--- src/rtl/cac_pkg.sv ---
`timescale 1ns / 1ps
// ----------------------------------------------------------------------------
// cac_pkg: shared types and constants of the address claim tracker
// Holds the lookup token that walks the cell row, the update command
// broadcast to the cells and the result record of one transaction.
// ----------------------------------------------------------------------------
package cac_pkg;

    localparam int unsigned ID_W   = 29;
    localparam int unsigned ADDR_W = 8;
    localparam int unsigned NAME_W = 64;

    // PDU format of an address claim frame
    localparam logic [ADDR_W-1:0] CLAIM_PF    = 8'hEE;
    // request-for-address-claim identifier, destination goes in bits 15..8
    localparam logic [ID_W-1:0]   REQ_BASE_ID = 29'h18EA0000;

    // lookup token handed from cell to cell
    typedef struct packed {
        logic              valid;
        logic [ADDR_W-1:0] src;
        logic              claim;
        logic [NAME_W-1:0] data;
        logic              hit;
        logic              free_seen;
        logic              hit_claimed;
        logic              hit_requested;
        logic [NAME_W-1:0] hit_name;
    } tok_t;

    // update broadcast to all cells at the end of a scan
    typedef struct packed {
        logic              valid;
        logic              alloc;
        logic              claim;
        logic [ADDR_W-1:0] src;
        logic [NAME_W-1:0] data;
    } cmd_t;

    // one result transaction
    typedef struct packed {
        logic              is_claim;
        logic              send_request;
        logic [ID_W-1:0]   request_id;
        logic [ADDR_W-1:0] request_dest;
        logic              table_full;
        logic              node_claimed;
        logic [NAME_W-1:0] node_name;
    } res_t;

endpackage

--- src/rtl/can_address_claim_tracker.sv ---
`timescale 1ns / 1ps
// ----------------------------------------------------------------------------
// can_address_claim_tracker: node table for address claim tracking
// Looks up or allocates an entry per received source address, records
// claimed NAMEs and requests a claim from sources seen for the first time.
// ----------------------------------------------------------------------------
// Usage:
//   Input channel (in_valid/in_ready) carries one received frame: the 29-bit
//   extended identifier and its eight data bytes. Output channel
//   (out_valid/out_ready) carries one result per frame.
//   The table is a row of TABLE_DEPTH cells, one entry each. A lookup token
//   enters the first cell at acceptance and moves one cell per cycle; the
//   token leaving the last cell updates the matching or lowest free entry
//   and produces the result, which is registered in the output register.
//   No new frame is taken while a scan is in flight.
//   A result waiting in the output register does not block the next frame.
//   If it is still not taken when the next scan finishes, the new result parks
//   in a pending slot and in_ready stays low until the output drains.
//   Reset empties the table: all entries unused, unclaimed, unrequested.
// ----------------------------------------------------------------------------
module can_address_claim_tracker #(
    parameter int unsigned TABLE_DEPTH = 16
) (
    input  logic                          clk,
    input  logic                          rst_n,
    input  logic                          in_valid,
    output logic                          in_ready,
    input  logic [cac_pkg::ID_W-1:0]      frame_id,
    input  logic [cac_pkg::NAME_W-1:0]    frame_data,
    output logic                          out_valid,
    input  logic                          out_ready,
    output logic                          is_claim,
    output logic                          send_request,
    output logic [cac_pkg::ID_W-1:0]      request_id,
    output logic [cac_pkg::ADDR_W-1:0]    request_dest,
    output logic                          table_full,
    output logic                          node_claimed,
    output logic [cac_pkg::NAME_W-1:0]    node_name
);
    import cac_pkg::*;

    tok_t                   tok_chain [TABLE_DEPTH+1];
    cmd_t                   cmd;
    res_t                   res;
    logic [TABLE_DEPTH-1:0] wr_vec;

    // control, token launch and result
    cac_ctrl u_ctrl (
        .clk        (clk),
        .rst_n      (rst_n),
        .in_valid   (in_valid),
        .in_ready   (in_ready),
        .frame_id   (frame_id),
        .frame_data (frame_data),
        .head       (tok_chain[0]),
        .tail       (tok_chain[TABLE_DEPTH]),
        .cmd        (cmd),
        .out_valid  (out_valid),
        .out_ready  (out_ready),
        .res        (res)
    );

    // row of table cells
    for (genvar i = 0; i < TABLE_DEPTH; i++)
    begin : g_cell
        cac_cell u_cell (
            .clk     (clk),
            .rst_n   (rst_n),
            .tok_in  (tok_chain[i]),
            .tok_out (tok_chain[i+1]),
            .cmd     (cmd),
            .wr_hit  (wr_vec[i])
        );
    end

    assign is_claim     = res.is_claim;
    assign send_request = res.send_request;
    assign request_id   = res.request_id;
    assign request_dest = res.request_dest;
    assign table_full   = res.table_full;
    assign node_claimed = res.node_claimed;
    assign node_name    = res.node_name;

    // an update lands in at most one entry
    a_one_writer: assert property (@(posedge clk) disable iff (!rst_n)
        $onehot0(wr_vec))
        else $error("table update hit more than one entry");

    // a non-full update always lands in exactly one entry
    a_update_lands: assert property (@(posedge clk) disable iff (!rst_n)
        cmd.valid |-> $onehot(wr_vec))
        else $error("table update found no entry");

endmodule

--- src/rtl/cac_cell.sv ---
`timescale 1ns / 1ps
// ----------------------------------------------------------------------------
// cac_cell: one node table entry
// Holds one source entry, compares it against the passing lookup token,
// registers the token for the next cell and applies the update command
// when this entry is the match or the lowest free entry.
// ----------------------------------------------------------------------------
module cac_cell (
    input  logic          clk,
    input  logic          rst_n,
    input  cac_pkg::tok_t tok_in,
    output cac_pkg::tok_t tok_out,
    input  cac_pkg::cmd_t cmd,
    output logic          wr_hit
);
    import cac_pkg::*;

    tok_t              tok_reg;
    tok_t              tok_next;
    logic              used_reg;
    logic [ADDR_W-1:0] source_reg;
    logic [NAME_W-1:0] name_reg;
    logic              claimed_reg;
    logic              requested_reg;
    logic              match_reg;
    logic              first_free_reg;
    logic              match_now;

    // compare the token against this entry and fold in its state
    always_comb
    begin
        match_now = tok_in.valid && used_reg && (source_reg == tok_in.src);
        tok_next  = tok_in;
        if (match_now)
        begin
            tok_next.hit           = 1'b1;
            tok_next.hit_claimed   = claimed_reg;
            tok_next.hit_requested = requested_reg;
            tok_next.hit_name      = name_reg;
        end
        if (!used_reg)
        begin
            tok_next.free_seen = 1'b1;
        end
    end

    // this entry takes the update when it matched or is the first free one
    assign wr_hit  = cmd.valid && (cmd.alloc ? first_free_reg : match_reg);
    assign tok_out = tok_reg;

    // advance token and latch this entry's role in the scan
    always_ff @(posedge clk or negedge rst_n)
    begin
        if (!rst_n)
        begin
            tok_reg        <= '0;
            match_reg      <= 1'b0;
            first_free_reg <= 1'b0;
        end
        else
        begin
            tok_reg <= tok_next;
            if (tok_in.valid)
            begin
                match_reg      <= match_now;
                first_free_reg <= !used_reg && !tok_in.free_seen;
            end
        end
    end

    // entry flags
    always_ff @(posedge clk or negedge rst_n)
    begin
        if (!rst_n)
        begin
            used_reg      <= 1'b0;
            claimed_reg   <= 1'b0;
            requested_reg <= 1'b0;
        end
        else if (wr_hit)
        begin
            used_reg <= 1'b1;
            if (cmd.alloc)
            begin
                claimed_reg   <= cmd.claim;
                requested_reg <= !cmd.claim;
            end
            else if (cmd.claim)
            begin
                claimed_reg <= 1'b1;
            end
            else
            begin
                requested_reg <= 1'b1;
            end
        end
    end

    // entry payload
    always_ff @(posedge clk)
    begin
        if (wr_hit)
        begin
            source_reg <= cmd.src;
            if (cmd.claim)
            begin
                name_reg <= cmd.data;
            end
        end
    end

endmodule

--- src/rtl/cac_ctrl.sv ---
`timescale 1ns / 1ps
// ----------------------------------------------------------------------------
// cac_ctrl: transaction control of the address claim tracker
// Launches a lookup token into the cell row, turns the token leaving the
// last cell into the table update and the result, and holds the result in
// an output register with a pending slot behind it.
// ----------------------------------------------------------------------------
module cac_ctrl (
    input  logic                             clk,
    input  logic                             rst_n,
    input  logic                             in_valid,
    output logic                             in_ready,
    input  logic [cac_pkg::ID_W-1:0]         frame_id,
    input  logic [cac_pkg::NAME_W-1:0]       frame_data,
    output cac_pkg::tok_t                    head,
    input  cac_pkg::tok_t                    tail,
    output cac_pkg::cmd_t                    cmd,
    output logic                             out_valid,
    input  logic                             out_ready,
    output cac_pkg::res_t                    res
);
    import cac_pkg::*;

    typedef enum logic [2:0] {
        ST_IDLE = 3'b001,
        ST_SCAN = 3'b010,
        ST_WAIT = 3'b100
    } state_t;

    state_t state_reg;
    state_t state_next;
    res_t   res_reg;
    res_t   pend_reg;
    res_t   res_now;
    logic   out_valid_reg;
    logic   out_free;
    logic   full;
    logic   known_claimed;

    assign in_ready = (state_reg == ST_IDLE);
    assign out_free = !out_valid_reg || out_ready;

    // build the lookup token from the accepted frame
    always_comb
    begin
        head       = '0;
        head.valid = in_valid && in_ready;
        head.src   = frame_id[ADDR_W-1:0];
        head.claim = (frame_id[23:16] == CLAIM_PF);
        head.data  = frame_data;
    end

    // table update from the finished scan
    always_comb
    begin
        full      = !tail.hit && !tail.free_seen;
        cmd.valid = tail.valid && !full;
        cmd.alloc = !tail.hit;
        cmd.claim = tail.claim;
        cmd.src   = tail.src;
        cmd.data  = tail.data;
    end

    // result of the finished scan
    always_comb
    begin
        known_claimed        = tail.hit && tail.hit_claimed;
        res_now              = '0;
        res_now.is_claim     = tail.claim;
        res_now.table_full   = full;
        res_now.send_request = !tail.claim && !full && !(tail.hit && tail.hit_requested);
        if (res_now.send_request)
        begin
            res_now.request_id   = REQ_BASE_ID | {{(ID_W-2*ADDR_W){1'b0}}, tail.src,
                                                  {ADDR_W{1'b0}}};
            res_now.request_dest = tail.src;
        end
        res_now.node_claimed = !full && (tail.claim || known_claimed);
        if (!full && tail.claim)
        begin
            res_now.node_name = tail.data;
        end
        else if (!full && known_claimed)
        begin
            res_now.node_name = tail.hit_name;
        end
    end

    // sequence one transaction at a time
    always_comb
    begin
        state_next = state_reg;
        case (state_reg)
            ST_IDLE:
            begin
                if (head.valid)
                begin
                    state_next = ST_SCAN;
                end
            end
            ST_SCAN:
            begin
                if (tail.valid)
                begin
                    state_next = out_free ? ST_IDLE : ST_WAIT;
                end
            end
            ST_WAIT:
            begin
                if (out_free)
                begin
                    state_next = ST_IDLE;
                end
            end
            default:
            begin
                state_next = ST_IDLE;
            end
        endcase
    end

    always_ff @(posedge clk or negedge rst_n)
    begin
        if (!rst_n)
        begin
            state_reg     <= ST_IDLE;
            out_valid_reg <= 1'b0;
        end
        else
        begin
            state_reg <= state_next;
            if ((state_reg == ST_SCAN && tail.valid) || state_reg == ST_WAIT)
            begin
                if (out_free)
                begin
                    out_valid_reg <= 1'b1;
                end
            end
            else if (out_ready)
            begin
                out_valid_reg <= 1'b0;
            end
        end
    end

    // load output register, or park the result while the receiver stalls
    always_ff @(posedge clk)
    begin
        if (state_reg == ST_SCAN && tail.valid)
        begin
            if (out_free)
            begin
                res_reg <= res_now;
            end
            else
            begin
                pend_reg <= res_now;
            end
        end
        else if (state_reg == ST_WAIT && out_free)
        begin
            res_reg <= pend_reg;
        end
    end

    assign out_valid = out_valid_reg;
    assign res       = res_reg;

    // a scan only finishes while one is in flight
    a_tail_in_scan: assert property (@(posedge clk) disable iff (!rst_n)
        tail.valid |-> (state_reg == ST_SCAN))
        else $error("lookup token left the row outside a scan");

    // a full table never asks for a claim and reports no node
    a_full_quiet: assert property (@(posedge clk) disable iff (!rst_n)
        (out_valid_reg && res_reg.table_full) |->
            (!res_reg.send_request && !res_reg.node_claimed))
        else $error("full table result carries a request or node");

    // request destination matches the identifier's destination byte
    a_req_dest: assert property (@(posedge clk) disable iff (!rst_n)
        (out_valid_reg && res_reg.send_request) |->
            (res_reg.request_id[15:8] == res_reg.request_dest))
        else $error("request destination differs from identifier");

endmodule

--- config.mk ---
export PLATFORM = sky130hd
export DESIGN_NAME = can_address_claim_tracker
export DESIGN_NICKNAME = d
export VERILOG_FILES = /design/src/rtl/cac_pkg.sv /design/src/rtl/can_address_claim_tracker.sv /design/src/rtl/cac_cell.sv /design/src/rtl/cac_ctrl.sv
export SDC_FILE = /design/constraint.sdc
export NUM_CORES = 2
export LEC_CHECK = 0
export BUFFER_PORTS_ARGS = -buffer_cell sky130_fd_sc_hd__buf_2
export CELL_PAD_IN_SITES_DETAIL_PLACEMENT = 2
export CELL_PAD_IN_SITES_GLOBAL_PLACEMENT = 2
export CORE_AREA = 2 2 530 427
export CTS_CLUSTER_SIZE = 12
export DETAILED_ROUTE_END_ITERATION = 8
export DIE_AREA = 0 0 532 429
export PLACE_DENSITY = 0.87
export RECOVER_POWER = 25
export SLEW_MARGIN = 20
export SYNTH_ARGS = -nofsm -noshare
export SYNTH_HDL_FRONTEND = slang
export SYNTH_SLANG_ARGS = --single-unit
export TNS_END_PERCENT = 1
--- constraint.sdc ---
create_clock -name clk -period 9.55 [get_ports clk]
set_clock_uncertainty 0.2 [all_clocks]
set_input_delay 1.4325 -clock clk [delete_from_list [all_inputs] [get_ports clk]]
set_output_delay 1.4325 -clock clk [all_outputs]
set_load 0.02 [all_outputs]
; Word level (Yosys, flattened, before mapping)
; Cells that the tools add are included.
[totals]
n_memories = 0
rom_bits = 0
out_inout_bits = 107
elab_cells = 551
latchBits = 0
ram_bits = 0
register_bits = 3718
[op_classes]
n_mul = 0
add_sub_neg = 0
bitwise_logic = 1
div = 0
order_cmp = 0
eq_ne = 27
shifts = 0
reduce_logical = 169
mux = 82
[op_table]
columns = op, n
row1 = $mux 66, 16
row2 = $mux 105, 3
row3 = $eq 8x8->1, 16
row4 = $mux 64, 2
row5 = $reduce_and 2->1, 51
row6 = $logic_and 1x1->1, 75
row7 = $mux 1, 55
row8 = $logic_not 1->1, 37
row9 = $mux 37, 1
row10 = $mux 3, 4
row11 = $ne 2x1->1 const B, 6
row12 = $pmux 3 s3, 1
row13 = $eq 8x8->1 const B, 1
row14 = $reduce_bool 2->1, 2
row15 = $eq 3x1->1 const B, 1
row16 = $eq 3x2->1 const B, 1
row17 = $eq 3x3->1 const B, 1
row18 = $logic_or 1x1->1, 3
row19 = $reduce_and 3->1, 1
row20 = $ne 2x2->1 const B, 1
row21 = $not 1->1, 1

; Depth between registers and ports, before layout
[depth]
ltp_word = 8
mapped_depth = 7

; Cells and area by module
; From an unflattened synthesis, not the netlist that was laid out.
[hier_totals]
hier_cells = 5810
hier_area_um2 = 118971.6
[modules_own_cells]
columns = module, seq_area_each_um2, instances, area_each_um2, cells_per_inst
row1 = cac_cell, 5840.6, 16, 6914.1, 324
row2 = cac_ctrl, 4665.7, 1, 8345.5, 626

; Worst setup path after synthesis
; No wires, ideal clock.
[synth_path]
path_type = input to register
startpoint = in out_ready
endpoint = reg u_ctrl.res_reg (netlist bit u_ctrl.res[0]), enable pin
path_slack_ns = 3.873
t_required_ns = 8.830
setup_ns = 0.520
path_stages = 2
t_arrival_ns = 4.957
path_cell_list = nand2b_1 > nor2b_1
[synth_between]
elab_chain_len = 4
elab_cells_between_ends = 5
[synth_rtl]
columns = item, line
row1 = start: declaration, can_address_claim_tracker.sv:31  ; input logic out_ready,
row2 = $logic_or 1x1->1 *, cac_ctrl.sv:41  ; assign out_free = !out_valid_reg || out_ready;
row3 = $logic_and 1x1->1, cac_ctrl.sv:160  ; else if (state_reg == ST_WAIT && out_free)
row4 = $reduce_bool 2->1 (no source line), --
row5 = $reduce_and 2->1 (no source line) *, --
row6 = end signal: assignment, cac_ctrl.sv:153  ; res_reg <= res_now;
row7 = end signal: assignment, cac_ctrl.sv:162  ; res_reg <= pend_reg;
row8 = end: declaration, cac_ctrl.sv:32  ; res_t res_reg;
; Every way passes the cells marked *; elsewhere a longest branch is shown, timed or not.
; A chain may end at the register's enable or synchronous reset.

; Worst setup path after layout
[layout_path]
startpoint = reg g_cell[15].u_cell.tok_reg (netlist bit g_cell[15].u_cell.tok_out[67])
endpoint = reg g_cell[7].u_cell.name_reg[18], enable pin
[layout_between]
elab_chain_len = 6
elab_cells_between_ends = 7
[layout_rtl]
columns = item, line
row1 = start: declaration, cac_cell.sv:18  ; tok_t tok_reg;
row2 = start signal: assignment, cac_cell.sv:62  ; tok_reg <= tok_next;
row3 = $logic_not 1->1, cac_ctrl.sv:56  ; full = !tail.hit && !tail.free_seen;
row4 = $logic_and 1x1->1, cac_ctrl.sv:56
row5 = $logic_not 1->1, cac_ctrl.sv:57  ; cmd.valid = tail.valid && !full;
row6 = $logic_and 1x1->1, cac_ctrl.sv:57
row7 = $logic_and 1x1->1 *, cac_cell.sv:48  ; assign wr_hit = cmd.valid && (cmd.alloc ? first_free_reg : match_reg);
row8 = named net g_cell[7].u_cell.wr_hit, cac_cell.sv:14  ; output logic wr_hit
row9 = $reduce_and 2->1 (no source line) *, --
row10 = end signal: assignment, cac_cell.sv:107  ; name_reg <= cmd.data;
row11 = end: declaration, cac_cell.sv:22  ; logic [NAME_W-1:0] name_reg;
; Mark *: on every way through the listed nets, which the timed path passes. The rest lies on a longest branch.

==> impl_metrics.ini <==
[worst_setup_path]
worst-endpoint-required_ns = 9.85
worstSetupStartpointType = flop
cp_data_arrival_time_ns = 5.14
cp_max_fo = 42
timing.critical_path.to_type = flop
critical_path_class = reg2reg

[clock_tree]
clk_transition_reported_paths_ns = 0.08
cts_tree = yes
tritoncts_num_sinks = 3660
htree_num_levels = 5
cts.hold.buffers_added = 0
cts_bufs_inserted = 358
cts_buffer_depth = 4
post_cts_resize_count = 0
clock_latency_ns = 0.94
cts_post_setup_buffers_inserted = 0
cts_root_buf = sky130_fd_sc_hd__clkbuf_16

[global_routing]
gr-usage-all-layers_pct = 33.5
grt_antenna_before_repair = 18
global_route.overflow_total = 0
grt_pass1_vias = 64400
grt_first_pass_wirelength_um = 535000
largest_net_degree_at_the_start_of_global_routing = 191

[status]
status = finished with violations
violations = max-slew violations

[power_and_ir_drop]
power.share.sequential_pct = 53.4
vdd_drop_max_mv = 0.173
internal-power_uw = 23900
leakagePower_uw = 0.0561
power_per_cell_area_nw_per_um2 = 240
net-switching-power_uw = 7560
netSwitchingFraction_pct = 24.1
p_comb_share_pct = 0.9
clockPowerShare_pct = 45.7

[logic_synthesis]
post_synth_edffs = 1304
syn_avg_cell_area_um2 = 20.2
ys.flop_type = sky130_fd_sc_hd__dfrtp_1
synthTopCellsByArea = sky130_fd_sc_hd__dfrtp_1, sky130_fd_sc_hd__edfxtp_1, sky130_fd_sc_hd__mux2_2
post_synth_num_cell_types = 47
synth-seq-cells = 3660
synth_area_um2 = 115000
synth_xor_xnor_area_share_pct = 0.880
sequential_area_share_after_synthesis_pct = 85.0
synth_top_area_cell = sky130_fd_sc_hd__dfrtp_1
post_synth_inst_count = 5723
synthesis.yosys.warnings = 0
post_synth_fa_ha_maj_area_fraction_pct = 0
synth_compound_gate_area_share_pct = 0.771
postSynth.asyncResetShare_pct = 64.4
post_synth_mux_area_share_pct = 10.0
combinational_family_with_the_most_area_after_synthesis = multiplexers
synth_simple_gate_area_share_pct = 2.39
synth.top_cell.area_share_pct = 51.1

[final_layout]
final_net_count = 6256
layout-drive-gt1-share_pct = 26.4
finish.instance_area_um2 = 131000
largest_register_ff_count = 2272
syn2layout_area_growth_pct = 13.3
post_layout_nonfiller_instances = 9424

[sta]
worst_hold_slack_ns = 0.0923
maxSlewViolCount = 18
totalNegativeSetupSlack_ns = 0
max_freq_mhz = 206
fin_crit_ns = 4.84
maxSlewHeadroom_pct = -1.06
setup_ws_post_layout_ns = 4.71
tightest_slew_ns = 1.52
rsz0062_at_grt = no
final_min_period_over_clock_period_pct = 50.7
finalSetupViolations = 0
hold_viol = 0

[placement]
placed_cell_area_um2 = 120000
place_ws_ns = 5.12
detailedPlacementHpwl_um = 171000
io_buffer_count = 176
number_of_cells_after_detailed_placement = 8775
gp_congestion = 0.757

[hold_path]
worstHoldPathType = reg2reg

[route]
drt_drc = 0
detail_route.first_pass.iterations = 6
routed_wirelength_um = 427000
antenna_violating_nets_post_route = 0
drt_first_iter_violations = 8134
count_of_vias_placed_by_the_detailed_router = 59900
route.detailed.vias_per_inst = 6.35
routed_wire_length_per_instance_um = 45.3

[die]
die_y_um = 429
design.portCount = 204
floorplan.core_area_um2 = 222000
initial_utilization_pct = 51.9
die_width_um = 532
rows = 155
floorplan.die_area_um2 = 228000

[flow_run]
drv_cap = 0
-- area by class of cell --
| cell class | count | area, µm² |
|---|---|---|
| sequential | 3660 | 98100 |
| fill | 18200 | 91700 |
| multi-input combinational | 1851 | 16500 |
| clock buffer | 608 | 10200 |
| tap | 2983 | 3730 |
| timing repair buffer | 253 | 1720 |
| clock inverter | 28 | 262 |
| inverter | 35 | 131 |
| antenna | 6 | 15.0 |
-- worst max-delay path, cell delays in order, from the launching register on --
cell and delay, ns:
sky130_fd_sc_hd__dfrtp_1 0.33, sky130_fd_sc_hd__buf_4 0.53, sky130_fd_sc_hd__o21ai_4 0.37, sky130_fd_sc_hd__buf_16 0.27, sky130_fd_sc_hd__nor2_1 0.96, sky130_fd_sc_hd__and2_4 0.68
sky130_fd_sc_hd__buf_4 0.84
-- final timing paths --
| kind | from | end | slack (ns) | cells after the start |
|---|---|---|---|---|
| max | g_cell[15].u_cell.tok_out[67] | g_cell[7].u_cell.name_reg[18] | 4.71 | 6 |
| min | g_cell[1].u_cell.tok_out[118] | g_cell[2].u_cell.tok_out[118] | 0.09 | 0 |
| max reg2reg | g_cell[15].u_cell.tok_out[67] | g_cell[7].u_cell.name_reg[18] | 4.71 | 6 |
| min reg2reg | g_cell[1].u_cell.tok_out[118] | g_cell[2].u_cell.tok_out[118] | 0.09 | 0 |
| max in group asynchronous | rst_n | g_cell[2].u_cell.tok_out[138] | 6.22 | 4 |
| min in group asynchronous | rst_n | g_cell[0].u_cell.tok_out[88] | 0.26 | 1 |
-- cells in the final DEF (no fill, tap or decap), types with 14 or more instances in the layout --
cell type,n
sky130_fd_sc_hd__buf_2,150
sky130_fd_sc_hd__xor2_1,101
sky130_fd_sc_hd__nand2_1,163
sky130_fd_sc_hd__conb_1,14
sky130_fd_sc_hd__clkbuf_8,18
sky130_fd_sc_hd__xnor2_1,15
sky130_fd_sc_hd__nor2_1,100
sky130_fd_sc_hd__or2_2,15
sky130_fd_sc_hd__clkbuf_16,364
sky130_fd_sc_hd__nand2b_1,32
sky130_fd_sc_hd__dfrtp_1,2355
sky130_fd_sc_hd__and2_1,74
sky130_fd_sc_hd__a31oi_1,65
sky130_fd_sc_hd__edfxtp_1,1304
sky130_fd_sc_hd__mux2_2,999
sky130_fd_sc_hd__nand3_1,79
sky130_fd_sc_hd__buf_4,53
sky130_fd_sc_hd__clkbuf_1,251
sky130_fd_sc_hd__mux2i_1,16
sky130_fd_sc_hd__o31ai_1,14
sky130_fd_sc_hd__a21o_1,17
sky130_fd_sc_hd__nor3_1,16
sky130_fd_sc_hd__mux2_1,14
sky130_fd_sc_hd__o21ai_0,18
sky130_fd_sc_hd__and2_4,16
sky130_fd_sc_hd__inv_1,35
-- metal layers --
metal	GRT usage (%)	up-vias	share of wire, %	wire, µm
met5	0	-	0.019	83
met4	14.5	12	6.2	26600
met3	5.06	1311	7.6	32300
met2	55.2	4108	49	207000
met1	44.8	33400	38	161000
li1	-	21000	-	-
-- power groups by stage --
| stage | sequential [µW] | combinational, µW | clock, µW |
|---|---|---|---|
| 6_report | 16800 | 297 | 14400 |
| 5_1_grt | 16800 | 330 | 14900 |
| 4_1_cts | 16700 | 293 | 14000 |
| 3_5_place_dp | 17000 | 279 | 0 |
| 3_3_place_gp | 17000 | 264 | 0 |
| 2_1_floorplan | 16900 | 32.4 | 0 |
-- through the flow --
step	power, µW	util [%]
2_1_floorplan	16900	-
3_3_place_gp	17200	54.0
3_5_place_dp	17300	54.0
4_1_cts	31000	58.7
5_1_grt	32000	58.8
6_report	31400	58.8
-- kinds of logic (layout without fill, tap and decap cells) --
family                 count (synthesis)  in the layout
AO/OA/AOI/OAI                        132            132
XOR/XNOR                             116            116
buffers and inverters                225            924
flip-flops                          3660           3660
multiplexers                        1029           1029
other                                  1             20
AND/OR/NAND/NOR                      560            560
-- Yosys cell counts, drive strengths merged (2+ instances only) --
master and count:
dfrtp 2355, or2 15, and3 11, nor4 12
nand2 163, o31ai 14, nor3 16, xnor2 15
o21ai 20, edfxtp 1304, inv 35, nand3b 2
nand3 90, mux2i 16, nand4b 2, a222oi 4
clkbuf 35, nor2 105, nand4bb 2, nor2b 10
nand2b 32, and2 91, a21oi 4, a21o 17
nand4 5, xor2 101, a31oi 65, buf 155
a2111oi 4, mux2 1013
(Power assumes the default switching activity.)
